===== config.mk =====
export PLATFORM = sky130hd
export DESIGN_NAME = tds_front
export DESIGN_NICKNAME = d
export VERILOG_FILES = /design/src/rtl/tds_pkg.sv /design/src/rtl/tds_front.sv
export SDC_FILE = /design/constraint.sdc
export NUM_CORES = 1
export LEC_CHECK = 0
export BUFFER_PORTS_ARGS = -buffer_cell sky130_fd_sc_hd__buf_4
export CAP_MARGIN = 10
export CORE_UTILIZATION = 41
export CTS_CLUSTER_SIZE = 16
export DETAILED_ROUTE_END_ITERATION = 10
export PLACE_DENSITY = 0.78
export SKIP_LAST_GASP = 1
export SYNTH_ARGS = -nofsm -noshare
export SYNTH_HDL_FRONTEND = slang
export SYNTH_SLANG_ARGS = --single-unit
export TNS_END_PERCENT = 50

===== constraint.sdc =====
create_clock -name clk -period 6.7 [get_ports clk]
set_input_delay 0.67 -clock clk [delete_from_list [all_inputs] [get_ports clk]]
set_output_delay 0.67 -clock clk [all_outputs]
set_load 0.05 [all_outputs]

===== src/rtl/tds_pkg.sv =====
// Package: shared constants, types and fixed-point helpers of the tridiagonal solver.
package tds_pkg;

	localparam int unsigned MaxRowsDefault  = 32;
	localparam int unsigned FracBitsDefault = 16;
	localparam int unsigned DataW           = 32;
	localparam int unsigned IdxOutW         = 5;
	localparam int unsigned StatusW         = 2;

	typedef enum logic [1:0] {
		ST_OK         = 2'd0,
		ST_ZERO_PIVOT = 2'd1,
		ST_OVERFLOW   = 2'd2
	} status_t;

	typedef struct packed {
		logic signed [DataW-1:0] sub_diag;
		logic signed [DataW-1:0] main_diag;
		logic signed [DataW-1:0] super_diag;
		logic signed [DataW-1:0] rhs_value;
		logic                    last_row;
	} row_t;

	function automatic logic signed [DataW-1:0] sat_from65(input logic signed [64:0] v);
		logic signed [64:0] hi;
		logic signed [64:0] lo;
		hi = 65'sd2147483647;
		lo = -65'sd2147483648;
		if (v > hi) begin
			return 32'sh7FFF_FFFF;
		end else if (v < lo) begin
			return 32'sh8000_0000;
		end
		return v[DataW-1:0];
	endfunction

	function automatic logic signed [DataW-1:0] sat_sub(
		input logic signed [DataW-1:0] x,
		input logic signed [DataW-1:0] y
	);
		logic signed [DataW:0] s;
		s = {x[DataW-1], x} - {y[DataW-1], y};
		if (s[DataW] != s[DataW-1]) begin
			return s[DataW] ? 32'sh8000_0000 : 32'sh7FFF_FFFF;
		end
		return s[DataW-1:0];
	endfunction

endpackage


===== src/rtl/tds_front.sv =====
// Front end: accepts row beats into a short queue.
module tds_front (
	input  logic          clk,
	input  logic          arst_n,
	input  logic          in_valid,
	output logic          in_ready,
	input  tds_pkg::row_t in_row,
	output logic          q_valid,
	input  logic          q_ready,
	output tds_pkg::row_t q_row
);
	import tds_pkg::*;

	row_t      buf_q [2];
	logic      wp_q;
	logic      rp_q;
	logic [1:0] cnt_q;
	logic      push;
	logic      pop;

	assign in_ready = (cnt_q != 2'd2);
	assign q_valid  = (cnt_q != 2'd0);
	assign q_row    = buf_q[rp_q];
	assign push     = in_valid && in_ready;
	assign pop      = q_valid && q_ready;

	always_ff @(posedge clk) begin
		if (push) begin
			buf_q[wp_q] <= in_row;
		end
	end

	always_ff @(posedge clk or negedge arst_n) begin
		if (!arst_n) begin
			wp_q  <= 1'b0;
			rp_q  <= 1'b0;
			cnt_q <= 2'd0;
		end else begin
			if (push) wp_q <= ~wp_q;
			if (pop) rp_q <= ~rp_q;
			cnt_q <= cnt_q + {1'b0, push} - {1'b0, pop};
		end
	end
endmodule


# Word level (Yosys, flattened, before mapping)
# Memories as Yosys holds them, arrays and structs flattened.
# Index checks and enable logic that the tools add are counted.
# Widths: inputs -> output; s select.
# word_totals
word_cells	14
ram_bits	258
n_memories	1
reg_bits	4
output_inout_bits	131
# mem_list
memory	words	width	read_ports	rd_ports_with_merged_regs	wr	line	source
buf_q	2	129	1	0	1	tds_front.sv:14	row_t buf_q [2];
# classes
n_mux	2
n_reduce_logical	3
n_bitwise	2
eq_ne	1
addsub	2
# op_table
op	count
$add 2x1->2	1
$logic_and 1x1->1	2
$mux 1	2
$ne 2x2->1 const B	1
$not 1->1	2
$reduce_bool 2->1	1
$sub 2x1->2	1

# Logic depth before layout (Yosys ltp)
# Gate-level depths: netlist (run 1).
# depth
ltp_word	4
depth_mapped	7
ltp_nobuf	7

# Worst setup path before layout (run 1)
# Ideal clock, no wire load.
# synth_timing
path_kind	register -> register
start	reg cnt_q[0]
end	mem buf_q[0][0] in the netlist's numbering (enable)
path_slack_ns	-0.303
t_arrival_ns	6.384
required_ns	6.081
path_stages_with_launch	4
cell_sequence	dfrtp_1 > nand2b_1 > nand2_1 > nor2_1
# synth_between
elab_chain_cells	4
# synth_rtl
element	line	source
from (decl)	tds_front.sv:17	logic [1:0] cnt_q;
from (signal assigned)	tds_front.sv:41	cnt_q <= cnt_q + {1'b0, push} - {1'b0, pop};
$ne 2x2->1	tds_front.sv:21	assign in_ready = (cnt_q != 2'd2);
named net in_ready	tds_front.sv:6	output logic in_ready,
$logic_and 1x1->1	tds_front.sv:24	assign push = in_valid && in_ready;
$mux 1	tds_front.sv:28	if (push) begin
$mux 1 (implied by the code)	tds_front.sv:29	buf_q[wp_q] <= in_row;
to (decl)	tds_front.sv:14	
# The timed path passes the listed nets, and every way through them passes these cells.

==> results_tabular.tex, run 1 <==
\begin{tabular}{lr}
\hline
Metric & Value \\
\hline
\multicolumn{2}{l}{\textbf{Logic synthesis}} \\
\quad Biggest area consumer among synthesized cells & edfxtp\_1 \\
\quad Yosys top cell area share & 81.3\% \\
\quad Multiplexer share of the synthesized area & 15.2\% \\
\quad Synth Register Bits & 262 \\
\quad Compound-Gate Fraction of Synth Area & 0\% \\
\quad Simple-gate portion of the synthesized area & 0.341\% \\
\quad Per-instance average area after synthesis & 22.8 um2 \\
\quad Largest family of logic cells by synthesized area & multiplexers \\
\quad Leading cell types by total area after synthesis & edfxtp\_1, mux2\_2, buf\_6 \\
\quad Post-synthesis instance area & 9530 um2 \\
\quad Total of warnings raised by yosys & 0 \\
\quad Instance count of the mapped netlist & 418 \\
\quad Post-synthesis xor/xnor area fraction & 0.368\% \\
\quad Nets in the synthesized netlist & 553 \\
\quad Share of synthesized area occupied by flip-flops and latches & 82.3\% \\
\quad Number of different library cells in the post-synthesis netlist & 16 \\
\quad Fraction of the mapped netlist area in adder cells & 0.263\% \\
\multicolumn{2}{l}{\textbf{Floorplan}} \\
\quad Die Ht & 154 um \\
\quad DIE WIDTH & 154 um \\
\quad Top-level port count & 264 \\
\quad Row count & 55 \\
\quad Std-Cell Core Area & 22700 um2 \\
\quad Effective utilization at floorplan & 42.0\% \\
\quad Die footprint & 23900 um2 \\
\multicolumn{2}{l}{\textbf{Flow run}} \\
\quad Max Cap Viol & 0 \\
\multicolumn{2}{l}{\textbf{Global route}} \\
\quad Overall global routing resource usage & 14.7\% \\
\quad Largest net degree at the start of global routing & 72 \\
\quad Vias in the first global route & 5199 \\
\quad Remaining global-route overflow & 0 \\
\quad First-pass GRT wire length & 27000 um \\
\quad Number of antenna violations at the first check in global routing & 0 \\
\multicolumn{2}{l}{\textbf{Cells and area}} \\
\quad Synth-to-layout area growth & 32.3\% \\
\quad Final nets & 837 \\
\quad Number of diodes added for antenna fixing & 0 \\
\quad Area used by sequential logic in the layout & 7850 um2 \\
\quad Final instance area & 12600 um2 \\
\quad Proportion of layout cells with a drive suffix above 1 & 60.5\% \\
\quad Fill cell total of the finished layout & 1766 \\
\quad Total area of multi-input combinational cells & 1560 um2 \\
\multicolumn{2}{l}{\textbf{Timing}} \\
\quad Hold violation total from the final report & 0 \\
\quad Peak clock frequency supported by timing & 266 MHz \\
\quad Tightest Pin Transition & 0.990 ns \\
\quad Final setup viols & 0 \\
\quad Minimum setup slack in the final design & 2.94 ns \\
\quad Unrepaired setup endpoints after global routing & false \\
\quad Relative slew slack & 34.0\% \\
\quad Min Tclk post-route & 3.76 ns \\
\quad Max Transition Viols Final & 0 \\
\quad Worst-case clock skew & 0.0195 ns \\
\quad Final worst-path cycle share & 56.2\% \\
\quad Final-layout setup total negative slack & 0 ns \\
\multicolumn{2}{l}{\textbf{Critical path}} \\
\quad Start-to-end type of the worst setup path & reg -> out \\
\quad Required @ worst endpoint & 6.03 ns \\
\quad Sort of element at the start of the critical path & flop \\
\quad Worst setup EP type & output port \\
\quad Worst flop-to-flop path startpoint & cnt\_q[1]\$\_DFF\_PN0\_ \\
\quad Max FO, Critical Path & 69 \\
\quad Arrival @ worst endpoint & 3.09 ns \\
\quad Critical path origin & rp\_q\$\_DFFE\_PN0P\_ \\
\multicolumn{2}{l}{\textbf{CTS}} \\
\quad Buffer count from post-CTS setup fixing & 0 \\
\quad Post-CTS clock slew at the launch and capture registers of the worst setup and hold paths & 0.06 ns \\
\quad Clock tree from TritonCTS & done \\
\quad Number of buffers inserted during clock tree synthesis & 28 \\
\quad Master cell of the clock root buffer & clkbuf\_16 \\
\quad Number of hold buffers added after cts & 1 \\
\quad PostCTS Resize Cnt & 0 \\
\quad Maximum number of buffers from clock root to sink & 3 \\
\quad H-tree Lvls & 1 \\
\quad CTS Sinks & 262 \\
\quad Skew-Pair Late Insertion Delay & 0.53 ns \\
\multicolumn{2}{l}{\textbf{Worst hold path}} \\
\quad Hold\_sp & in\_row[92] \\
\quad Worst Hold Class & in -> reg \\
\multicolumn{2}{l}{\textbf{Outcome}} \\
\quad Status & complete, no violations \\
\multicolumn{2}{l}{\textbf{Placement}} \\
\quad Setup slack at placement & 3.44 ns \\
\quad Weighted congestion reported at the end of routability-driven placement & 0.714 \\
\quad Detailed placer's ending HPWL & 11500 um \\
\quad IO Port Bufs & 263 \\
\quad Dpl cell area & 11800 um2 \\
\multicolumn{2}{l}{\textbf{Routing}} \\
\quad Residual antenna-violating net count after detailed routing & 0 \\
\quad Post-detailed-route wirelength per cell & 18.0 um \\
\quad Number of vias after detailed routing & 4834 \\
\quad Via density per instance & 4.82 \\
\quad Total detailed-routing wirelength & 18100 um \\
\quad Number of remaining DRC errors & 0 \\
\quad Number of DRC markers after the initial detailed-route iteration & 147 \\
\quad Pre-Repair DR Iteration Count & 4 \\
\multicolumn{2}{l}{\textbf{Power}} \\
\quad Power per unit of standard cell area & 519 nW/um2 \\
\quad Worst-case vdd ir drop & 0.325 mV \\
\quad Overall power of the completed layout & 6.54 mW \\
\quad Static Leak & 4.68 nW \\
\hline
\end{tabular}
==> layout make-up <==
type / count / share of cell area (%)
Tap cell: 285 / 2.83
Multi-Input combinational cell: 141 / 12.4
Clock buffer: 34 / 5.91
Sequential cell: 262 / 62.3
Clock inverter: 11 / 0.625
Inverter: 1 / 0.0298
Timing Repair Buffer: 268 / 16.0
==> worst paths after layout <==
path                                                end  slack, ns  depth (start not counted)
worst max-delay path                          q_row[98]       2.94                          3
worst min register to register       cnt_q[0]$_DFF_PN0_       0.51                          1
worst max register to register  buf_q[1][121]$_DFFE_PP_       4.11                          3
max in group asynchronous              rp_q$_DFFE_PN0P_       6.07                          2
min in group asynchronous              wp_q$_DFFE_PN0N_       0.52                          2
worst min-delay path             buf_q[0][92]$_DFFE_PP_       0.32                          1
==> registers in the layout, summed over array words and instances, names as in the netlist <==
signal	flops
wp_q	1
rp_q	1
buf_q	258
cnt_q	2
==> synthesized netlist by cell type <==
cell type,n
inv_1,1
nand2_1,1
buf_2,3
and3_1,1
and2_1,1
or2_2,1
buf_6,10
xor2_1,1
dfrtp_1,4
nand2b_1,1
ha_1,2
buf_4,1
nor2_1,1
mux2_2,129
edfxtp_1,258
xnor2_1,3
==> layer usage <==
layer / track usage [%] / wire, um
met5: 0 / 0
met3: 5.13 / 1520
met4: 4.53 / 441
met2: 25.8 / 9170
met1: 16.7 / 6920
==> power by group <==
part / switching [mW] / internal (mW) / total (mW) / leakage (nW)
Combinational: 1.86 / 0.894 / 2.76 / 1.84
Clock: 0.569 / 0.815 / 1.38 / 0.399
Sequential: 0.151 / 2.25 / 2.40 / 2.44
Total: 2.58 / 3.96 / 6.54 / 4.68
==> cell families after synthesis <==
group	Yosys count
DFF	262
and+or+nand+nor	6
adders and majority gates	2
muxes	129
xor gates and xnor gates	4
buffers and inverters	15
==> stage by stage <==
| stage | util, % | hold slack (ns) | std cells |
|---|---|---|---|
| after floorplan | - | 0.374 | 418 |
| after global placement | 51.8 | 0.470 | 956 |
| after detailed placement | 51.8 | 0.471 | 956 |
| after CTS | 55.5 | 0.302 | 1002 |
| after global routing | 55.5 | 0.295 | 1002 |
| final | 55.5 | 0.320 | 1002 |
==> layout by cell type, fill, tap and decap left out, drive strengths merged <==
cell type / instances
bufinv: 1
dfrtp: 4
clkinv: 9
and2: 1
clkinvlp: 1
clkbuf: 34
xnor2: 3
nand2: 1
inv: 1
buf: 267
or2: 1
ha: 2
dlygate4sd3: 1
xor2: 1
mux2: 129
nand2b: 1
nor2: 1
and3: 1
edfxtp: 258
==> worst max-delay path, stage by stage (launching register included) <==
cell and delay [ns]:
dfrtp_4 0.93, buf_4 0.82, mux2_2 0.43, buf_4 0.19
Power figures use the tool's default switching activity.
==> run 2, diff against run 1 <==
==> constraint.sdc (replaced) <==
create_clock -name clk -period 3.17 [get_ports clk]
set_input_delay 0.317 -clock clk [delete_from_list [all_inputs] [get_ports clk]]
set_output_delay 0.317 -clock clk [all_outputs]
set_load 0.05 [all_outputs]
==> run 2 against run 1 <==
  * First-iteration DRC count rose by 80%
  * Clock-buffer cell count did not move
  * Sequential share of layout area fell by 6.0 points
  * Setup slack got worse by 2.0 ns
  * Global-route usage rose by 2.5 points
  * Critical path depth did not move
  * Largest power group unchanged
  * Utilization rose by 5.9 points
  * Via count rose by 12%
  * Register-to-register slack got worse by 2.8 ns
  * Clock power rose by 110%
  * Largest cell class unchanged
  * Clock skew fell by 0.012 ns
==> results_tabular.tex, run 2 (synthesis gave the netlist of run 1 again) <==
\begin{tabular}{lr}
\hline
Metric & Value \\
\hline
\multicolumn{2}{l}{\textbf{CTS}} \\
\quad Master cell of the clock root buffer & clkbuf\_16 \\
\quad Number of buffers inserted during clock tree synthesis & 27 \\
\quad Maximum number of buffers from clock root to sink & 3 \\
\quad Post-CTS clock slew at the launch and capture registers of the worst setup and hold paths & 0.06 ns \\
\quad Skew-Pair Late Insertion Delay & 0.52 ns \\
\quad Buffer count from post-CTS setup fixing & 0 \\
\quad CTS Sinks & 262 \\
\quad Clock tree from TritonCTS & done \\
\quad H-tree Lvls & 1 \\
\multicolumn{2}{l}{\textbf{Critical path}} \\
\quad Largest stage delay, worst path & 0.44 ns \\
\quad Required @ worst endpoint & 2.85 ns \\
\quad Critical-path cell list & buf\_12, mux2\_2, buf\_4 \\
\quad Arrival @ worst endpoint & 1.96 ns \\
\quad Max FO, Critical Path & 69 \\
\quad Slowest cell on crit path & dfrtp\_4 \\
\quad Worst setup EP type & output port \\
\quad Sort of element at the start of the critical path & flop \\
\quad Start-to-end type of the worst setup path & reg -> out \\
\multicolumn{2}{l}{\textbf{Cells and area}} \\
\quad Final nets & 968 \\
\quad Flip-flop count of the largest register after layout & 258 \\
\quad Leading registers by flop count & buf\_q x258, cnt\_q x2 \\
\quad Fill cell total of the finished layout & 1608 \\
\quad Synth-to-layout area growth & 46.4\% \\
\quad Area used by sequential logic in the layout & 7850 um2 \\
\quad Commonest cells after routing, fill and taps aside & buf\_4, edfxtp\_1, dlygate4sd3\_1 \\
\quad Most common cell after layout, fill and taps aside & buf\_4 \\
\quad Proportion of layout cells with a drive suffix above 1 & 51.2\% \\
\quad Register with the highest flop count & buf\_q \\
\quad Total area of multi-input combinational cells & 1570 um2 \\
\multicolumn{2}{l}{\textbf{Placement}} \\
\quad Detailed placer's ending HPWL & 11900 um \\
\quad Weighted congestion reported at the end of routability-driven placement & 0.735 \\
\quad IO Port Bufs & 263 \\
\multicolumn{2}{l}{\textbf{Timing}} \\
\quad Peak clock frequency supported by timing & 439 MHz \\
\quad Tightest Pin Transition & 0.775 ns \\
\quad Final worst-path cycle share & 71.8\% \\
\quad Final setup viols & 0 \\
\quad Min Tclk post-route & 2.28 ns \\
\quad Worst-case clock skew & 0.00719 ns \\
\quad Worst hold slack after final layout & 0.127 ns \\
\quad Final-layout setup total negative slack & 0 ns \\
\quad Max Transition Viols Final & 0 \\
\quad Relative slew slack & 48.3\% \\
\quad Unrepaired setup endpoints after global routing & false \\
\quad Hold violation total from the final report & 0 \\
\multicolumn{2}{l}{\textbf{Global route}} \\
\quad Largest net degree at the start of global routing & 73 \\
\quad Remaining global-route overflow & 0 \\
\quad First-pass GRT wire length & 31600 um \\
\quad Vias in the first global route & 5960 \\
\quad Overall global routing resource usage & 17.1\% \\
\quad Number of antenna violations at the first check in global routing & 2 \\
\multicolumn{2}{l}{\textbf{Power}} \\
\quad Switching fraction of total power & 40.0\% \\
\quad Comb power frac & 44.6\% \\
\quad Static Leak & 5.25 nW \\
\quad Part of the power in the clock network & 20.5\% \\
\quad Worst-case vdd ir drop & 1.03 mV \\
\quad Internal power contribution & 8.45 mW \\
\quad Power per unit of standard cell area & 1010 nW/um2 \\
\quad Net switching power figure & 5.63 mW \\
\quad Register share of total power & 34.9\% \\
\multicolumn{2}{l}{\textbf{Floorplan}} \\
\quad Top-level port count & 264 \\
\quad Std-Cell Core Area & 22700 um2 \\
\quad Die Ht & 154 um \\
\quad Effective utilization at floorplan & 42.0\% \\
\quad Die footprint & 23900 um2 \\
\quad Row count & 55 \\
\quad DIE WIDTH & 154 um \\
\multicolumn{2}{l}{\textbf{Routing}} \\
\quad Total detailed-routing wirelength & 20800 um \\
\quad Number of DRC markers after the initial detailed-route iteration & 264 \\
\quad Number of vias after detailed routing & 5391 \\
\quad Via density per instance & 4.73 \\
\quad Post-detailed-route wirelength per cell & 18.2 um \\
\quad Residual antenna-violating net count after detailed routing & 0 \\
\quad Number of remaining DRC errors & 0 \\
\quad Pre-Repair DR Iteration Count & 6 \\
\multicolumn{2}{l}{\textbf{Worst hold path}} \\
\quad Worst Hold Class & in -> async \\
\multicolumn{2}{l}{\textbf{Flow run}} \\
\quad Max Cap Viol & 0 \\
\multicolumn{2}{l}{\textbf{Outcome}} \\
\quad Status & complete, no violations \\
\hline
\end{tabular}
run 2: changes by cell type in the layout (fill, tap and decap cells not counted), moves of 2 or more:
cell           before  now
dlygate4sd3_1       1  130
clkbuf_1            5    7
buf_12              0    4
clkbuf_16          29   27
clkinv_2            2    4
diode_2             0    2
clkinv_1            6    9
run 2: timing repair:
item / 4_1_cts / 5_1_grt
endpoints found under the hold margin: 262 / 0
hold buffers: 130 / 0
gates resized for setup: 0 / 0
run 2: power by group through the flow:
stage / combinational, mW / sequential, mW / clock [mW]
finish: 6.27 / 4.92 / 2.89
global placement: 6.11 / 4.93 / 0
global route: 6.51 / 4.99 / 3.08
floorplan: 4.47 / 4.96 / 0
CTS: 6.29 / 4.92 / 2.92
detailed placement: 6.14 / 4.99 / 0
run 2: metal layers:
metal	track usage [%]	up-vias	share of wire [%]
met5	0	-	0
met4	6.69	0	3.8
met3	4.12	53	6.1
met2	32.0	191	53
met1	18.6	2648	37
li1	-	2499	-
run 2: critical path, delay by kind of cell, from the launching register on:
kind     cells  cell delay (ns)
buf+inv      2             0.50
flops        1             0.44
mux          1             0.40
run 2: area by class of cell:
type / count / area share, %
well taps: 285 / 2.55
repair buffers: 400 / 24.2
flip-flops and latches: 262 / 56.3
multi-input cells: 141 / 11.2
clock inverters: 15 / 0.681
clock buffers: 34 / 5.03
inverters: 1 / 0.0269
diodes: 2 / 0.0359
run 2: worst paths after layout:
kind / startpoint / to / slack (ns) / depth (start not counted)
max: rp_q$_DFFE_PN0P_ / q_row[19] / 0.89 / 3
min: arst_n / cnt_q[0]$_DFF_PN0_ / 0.13 / 2
max reg2reg: cnt_q[1]$_DFF_PN0_ / buf_q[0][59]$_DFFE_PP_ / 1.29 / 4
min reg2reg: cnt_q[0]$_DFF_PN0_ / cnt_q[0]$_DFF_PN0_ / 0.53 / 1
max in group asynchronous: arst_n / rp_q$_DFFE_PN0P_ / 2.93 / 2
min in group clk: q_ready / rp_q$_DFFE_PN0P_ / 0.13 / 3
run 2: per-stage QoR:
step / total power, mW / std cells / utilization (%) / instance area (um2) / setup WS (ns)
floorplan: 9.43 / 418 / - / 9550 / 0.0558
global placement: 11.0 / 959 / 52.2 / 11900 / 1.34
detailed placement: 11.1 / 959 / 52.2 / 11900 / 1.31
CTS: 14.1 / 1138 / 61.4 / 14000 / 0.887
global route: 14.6 / 1140 / 61.5 / 14000 / 0.842
finish: 14.1 / 1140 / 61.5 / 14000 / 0.894
==> run 3, diff against run 2 <==
==> constraint.sdc (replaced) <==
create_clock -name clk -period 1.9 [get_ports clk]
set_input_delay 0.19 -clock clk [delete_from_list [all_inputs] [get_ports clk]]
set_output_delay 0.19 -clock clk [all_outputs]
set_load 0.05 [all_outputs]
==> run 3 against run 2 <==
  * Wire length grew 8.2%
  * Critical path depth rose by 1
  * Cell area increased by 6.5%
  * Critical path type unchanged
  * Via count up 4.3%
  * First-iteration DRC count decreased by 14%
  * Total power is 82% higher
  * Highest routed layer unchanged
  * Setup slack worse by 1.0 ns
  * Utilization is 4.0 points higher
  * The flow now finishes with violations (setup timing)
  * Flip-flop and latch count stayed put
  * Hold slack gained 0.26 ns
  * Non-clock buffer count up 24
==> results_tabular.tex, run 3 (synthesis gave the netlist of run 1 again) <==
\begin{tabular}{lr}
\hline
Metric & Value \\
\hline
\multicolumn{2}{l}{\textbf{Worst hold path}} \\
\quad Worst-case hold path end point & buf\_q[0][124]\$\_DFFE\_PP\_ \\
\quad Worst Hold Class & in -> reg \\
\quad Number of stages on the worst hold path & 2 \\
\quad Hold\_sp & in\_row[124] \\
\multicolumn{2}{l}{\textbf{Cells and area}} \\
\quad Utilization after layout & 65.4\% \\
\quad Total area of multi-input combinational cells & 1580 um2 \\
\quad Flip-flop count of the largest register after layout & 258 \\
\quad Area used by sequential logic in the layout & 7850 um2 \\
\quad Fill cell total of the finished layout & 1479 \\
\quad Number of diodes added for antenna fixing & 0 \\
\quad Commonest cells after routing, fill and taps aside & edfxtp\_1, buf\_4, dlygate4sd3\_1 \\
\quad Register with the highest flop count & buf\_q \\
\quad Proportion of layout cells with a drive suffix above 1 & 52.9\% \\
\quad Leading registers by flop count & buf\_q x258, cnt\_q x2 \\
\quad Final nets & 992 \\
\quad Synth-to-layout area growth & 55.9\% \\
\quad Most common cell after layout, fill and taps aside & edfxtp\_1 \\
\multicolumn{2}{l}{\textbf{Timing}} \\
\quad Peak clock frequency supported by timing & 489 MHz \\
\quad Worst hold slack after final layout & 0.390 ns \\
\quad Unrepaired setup endpoints after global routing & true \\
\quad Minimum setup slack in the final design & -0.145 ns \\
\quad Final setup viols & 128 \\
\quad Max Transition Viols Final & 0 \\
\quad Relative slew slack & 71.4\% \\
\quad Worst-case clock skew & 0.0118 ns \\
\quad Tightest Pin Transition & 0.429 ns \\
\quad Min Tclk post-route & 2.05 ns \\
\quad Hold violation total from the final report & 0 \\
\quad Final worst-path cycle share & 108\% \\
\multicolumn{2}{l}{\textbf{Power}} \\
\quad Worst-case vdd ir drop & 1.16 mV \\
\quad Overall power of the completed layout & 25.7 mW \\
\quad Static Leak & 5.62 nW \\
\quad Net switching power figure & 9.95 mW \\
\quad Switching fraction of total power & 38.8\% \\
\quad Register share of total power & 32.0\% \\
\quad Part of the power in the clock network & 19.2\% \\
\quad Internal power contribution & 15.7 mW \\
\quad Power per unit of standard cell area & 1730 nW/um2 \\
\quad Comb power frac & 48.7\% \\
\multicolumn{2}{l}{\textbf{Routing}} \\
\quad Residual antenna-violating net count after detailed routing & 0 \\
\quad Top Metal Used & met4 \\
\quad Sum of routed wire segments on met1 & 7830 um \\
\quad Metal2 WL & 12300 um \\
\quad Total detailed-routing wirelength & 22500 um \\
\quad Number of remaining DRC errors & 0 \\
\quad Post-detailed-route wirelength per cell & 19.4 um \\
\quad Pre-Repair DR Iteration Count & 4 \\
\quad Number of DRC markers after the initial detailed-route iteration & 228 \\
\quad Via density per instance & 4.85 \\
\quad Met3 routed WL & 1770 um \\
\quad Number of vias after detailed routing & 5625 \\
\multicolumn{2}{l}{\textbf{Critical path}} \\
\quad Logic depth of the worst register-to-register path & 7 \\
\quad Required @ worst endpoint & 1.71 ns \\
\quad Start-to-end type of the worst setup path & reg -> out \\
\quad Arrival @ worst endpoint & 1.86 ns \\
\quad Sort of element at the start of the critical path & flop \\
\quad Worst setup EP type & output port \\
\quad Max FO, Critical Path & 10 \\
\quad Worst setup slack for register-to-register paths & 0.14 ns \\
\quad Destination of the worst register-to-register timing path & cnt\_q[1]\$\_DFF\_PN0\_ \\
\quad Worst flop-to-flop path startpoint & cnt\_q[0]\$\_DFF\_PN0\_ \\
\multicolumn{2}{l}{\textbf{Floorplan}} \\
\quad Top-level port count & 264 \\
\quad Row count & 55 \\
\quad DIE WIDTH & 154 um \\
\quad Effective utilization at floorplan & 42.0\% \\
\quad Std-Cell Core Area & 22700 um2 \\
\quad Die footprint & 23900 um2 \\
\quad Die Ht & 154 um \\
\multicolumn{2}{l}{\textbf{CTS}} \\
\quad H-tree Lvls & 1 \\
\quad Skew-Pair Late Insertion Delay & 0.52 ns \\
\quad Maximum number of buffers from clock root to sink & 3 \\
\quad Post-CTS clock slew at the launch and capture registers of the worst setup and hold paths & 0.06 ns \\
\quad Master cell of the clock root buffer & clkbuf\_16 \\
\quad CTS Sinks & 262 \\
\quad Number of buffers inserted during clock tree synthesis & 27 \\
\quad Clock tree from TritonCTS & done \\
\multicolumn{2}{l}{\textbf{Flow run}} \\
\quad Max Cap Viol & 0 \\
\multicolumn{2}{l}{\textbf{Outcome}} \\
\quad Status & complete, but fails checks \\
\quad Violations in the final reports & setup timing \\
\multicolumn{2}{l}{\textbf{Global route}} \\
\quad Remaining global-route overflow & 0 \\
\quad Overall global routing resource usage & 17.8\% \\
\quad Number of antenna violations at the first check in global routing & 0 \\
\quad First-pass GRT wire length & 32300 um \\
\quad Largest net degree at the start of global routing & 71 \\
\quad Vias in the first global route & 5977 \\
\multicolumn{2}{l}{\textbf{Placement}} \\
\quad Detailed placer's ending HPWL & 12100 um \\
\quad IO Port Bufs & 263 \\
\quad Weighted congestion reported at the end of routability-driven placement & 0.721 \\
\hline
\end{tabular}
run 3: cell count changes in the layout (fill, tap and decap cells not counted), sizes merged:
cell,before,now
diode,2,0
buf,270,290
bufinv,1,2
dlygate4sd3,130,133
clkinvlp,0,1
clkbuf,34,33
clkinv,13,10
run 3: cell type report:
class	instances	area share [%]
clock buffer	32	4.67
tap	285	2.40
timing repair buffer	424	28.6
clock inverter	14	0.808
multi-input combinational	141	10.6
sequential	262	52.8
inverter	1	0.0253
run 3: worst max path at each step:
stage	endpoint	startpoint	depth (start not counted)	slack [ns]
after floorplan	buf_q[0][0]$_DFFE_PP_	cnt_q[1]$_DFF_PN0_	3	-1.12
after global placement	cnt_q[1]$_DFF_PN0_	cnt_q[0]$_DFF_PN0_	7	0.20
after detailed placement	cnt_q[1]$_DFF_PN0_	cnt_q[0]$_DFF_PN0_	7	0.14
after CTS	q_row[111]	rp_q$_DFFE_PN0P_	4	-0.18
after global routing	q_row[30]	rp_q$_DFFE_PN0P_	4	-0.20
final	q_row[30]	rp_q$_DFFE_PN0P_	4	-0.15
run 3: power groups by stage:
stage          clock network, mW  logic (mW)  registers (mW)
6_report                    4.94        12.5            8.22
5_1_grt                     5.26        12.9            8.32
4_1_cts                     5.01        11.8            8.19
3_5_place_dp                   0        10.4            8.37
3_3_place_gp                   0        10.4            8.28
2_1_floorplan                  0        7.46            8.28
run 3: timing repair:
| item | 4_1_cts | 5_1_grt |
|---|---|---|
| gates cloned | 4 | 1 |
| hold endpoints to repair | 264 | 0 |
| endpoints found under the setup margin | 127 | 129 |
| hold buffers | 133 | 0 |
| resized for setup | 68 | 74 |
| buffers inserted | 5 | 1 |
run 3: stage by stage:
step	setup TNS [ns]	instance area, um2	worst slack, ns	cells
2_1_floorplan	-247.45	9560	-1.12	418
3_3_place_gp	0	12000	0.202	969
3_5_place_dp	0	12000	0.137	969
4_1_cts	-17.40	14500	-0.176	1157
5_1_grt	-20.76	14900	-0.195	1159
6_report	-13.24	14900	-0.145	1159
run 3: per-layer routing:
layer  GRT usage [%]  vias to the layer above
li1                -                     2550
met1            19.1                     2799
met2            33.5                      223
met3            4.88                       53
met4            5.80                        0
met5               0                        -
run 3: worst max-delay path, cell delays in order (launching register included):
cell and delay [ns]:
dfrtp_4 0.47, buf_12 0.16, buf_12 0.15, mux2_2 0.35, buf_4 0.19
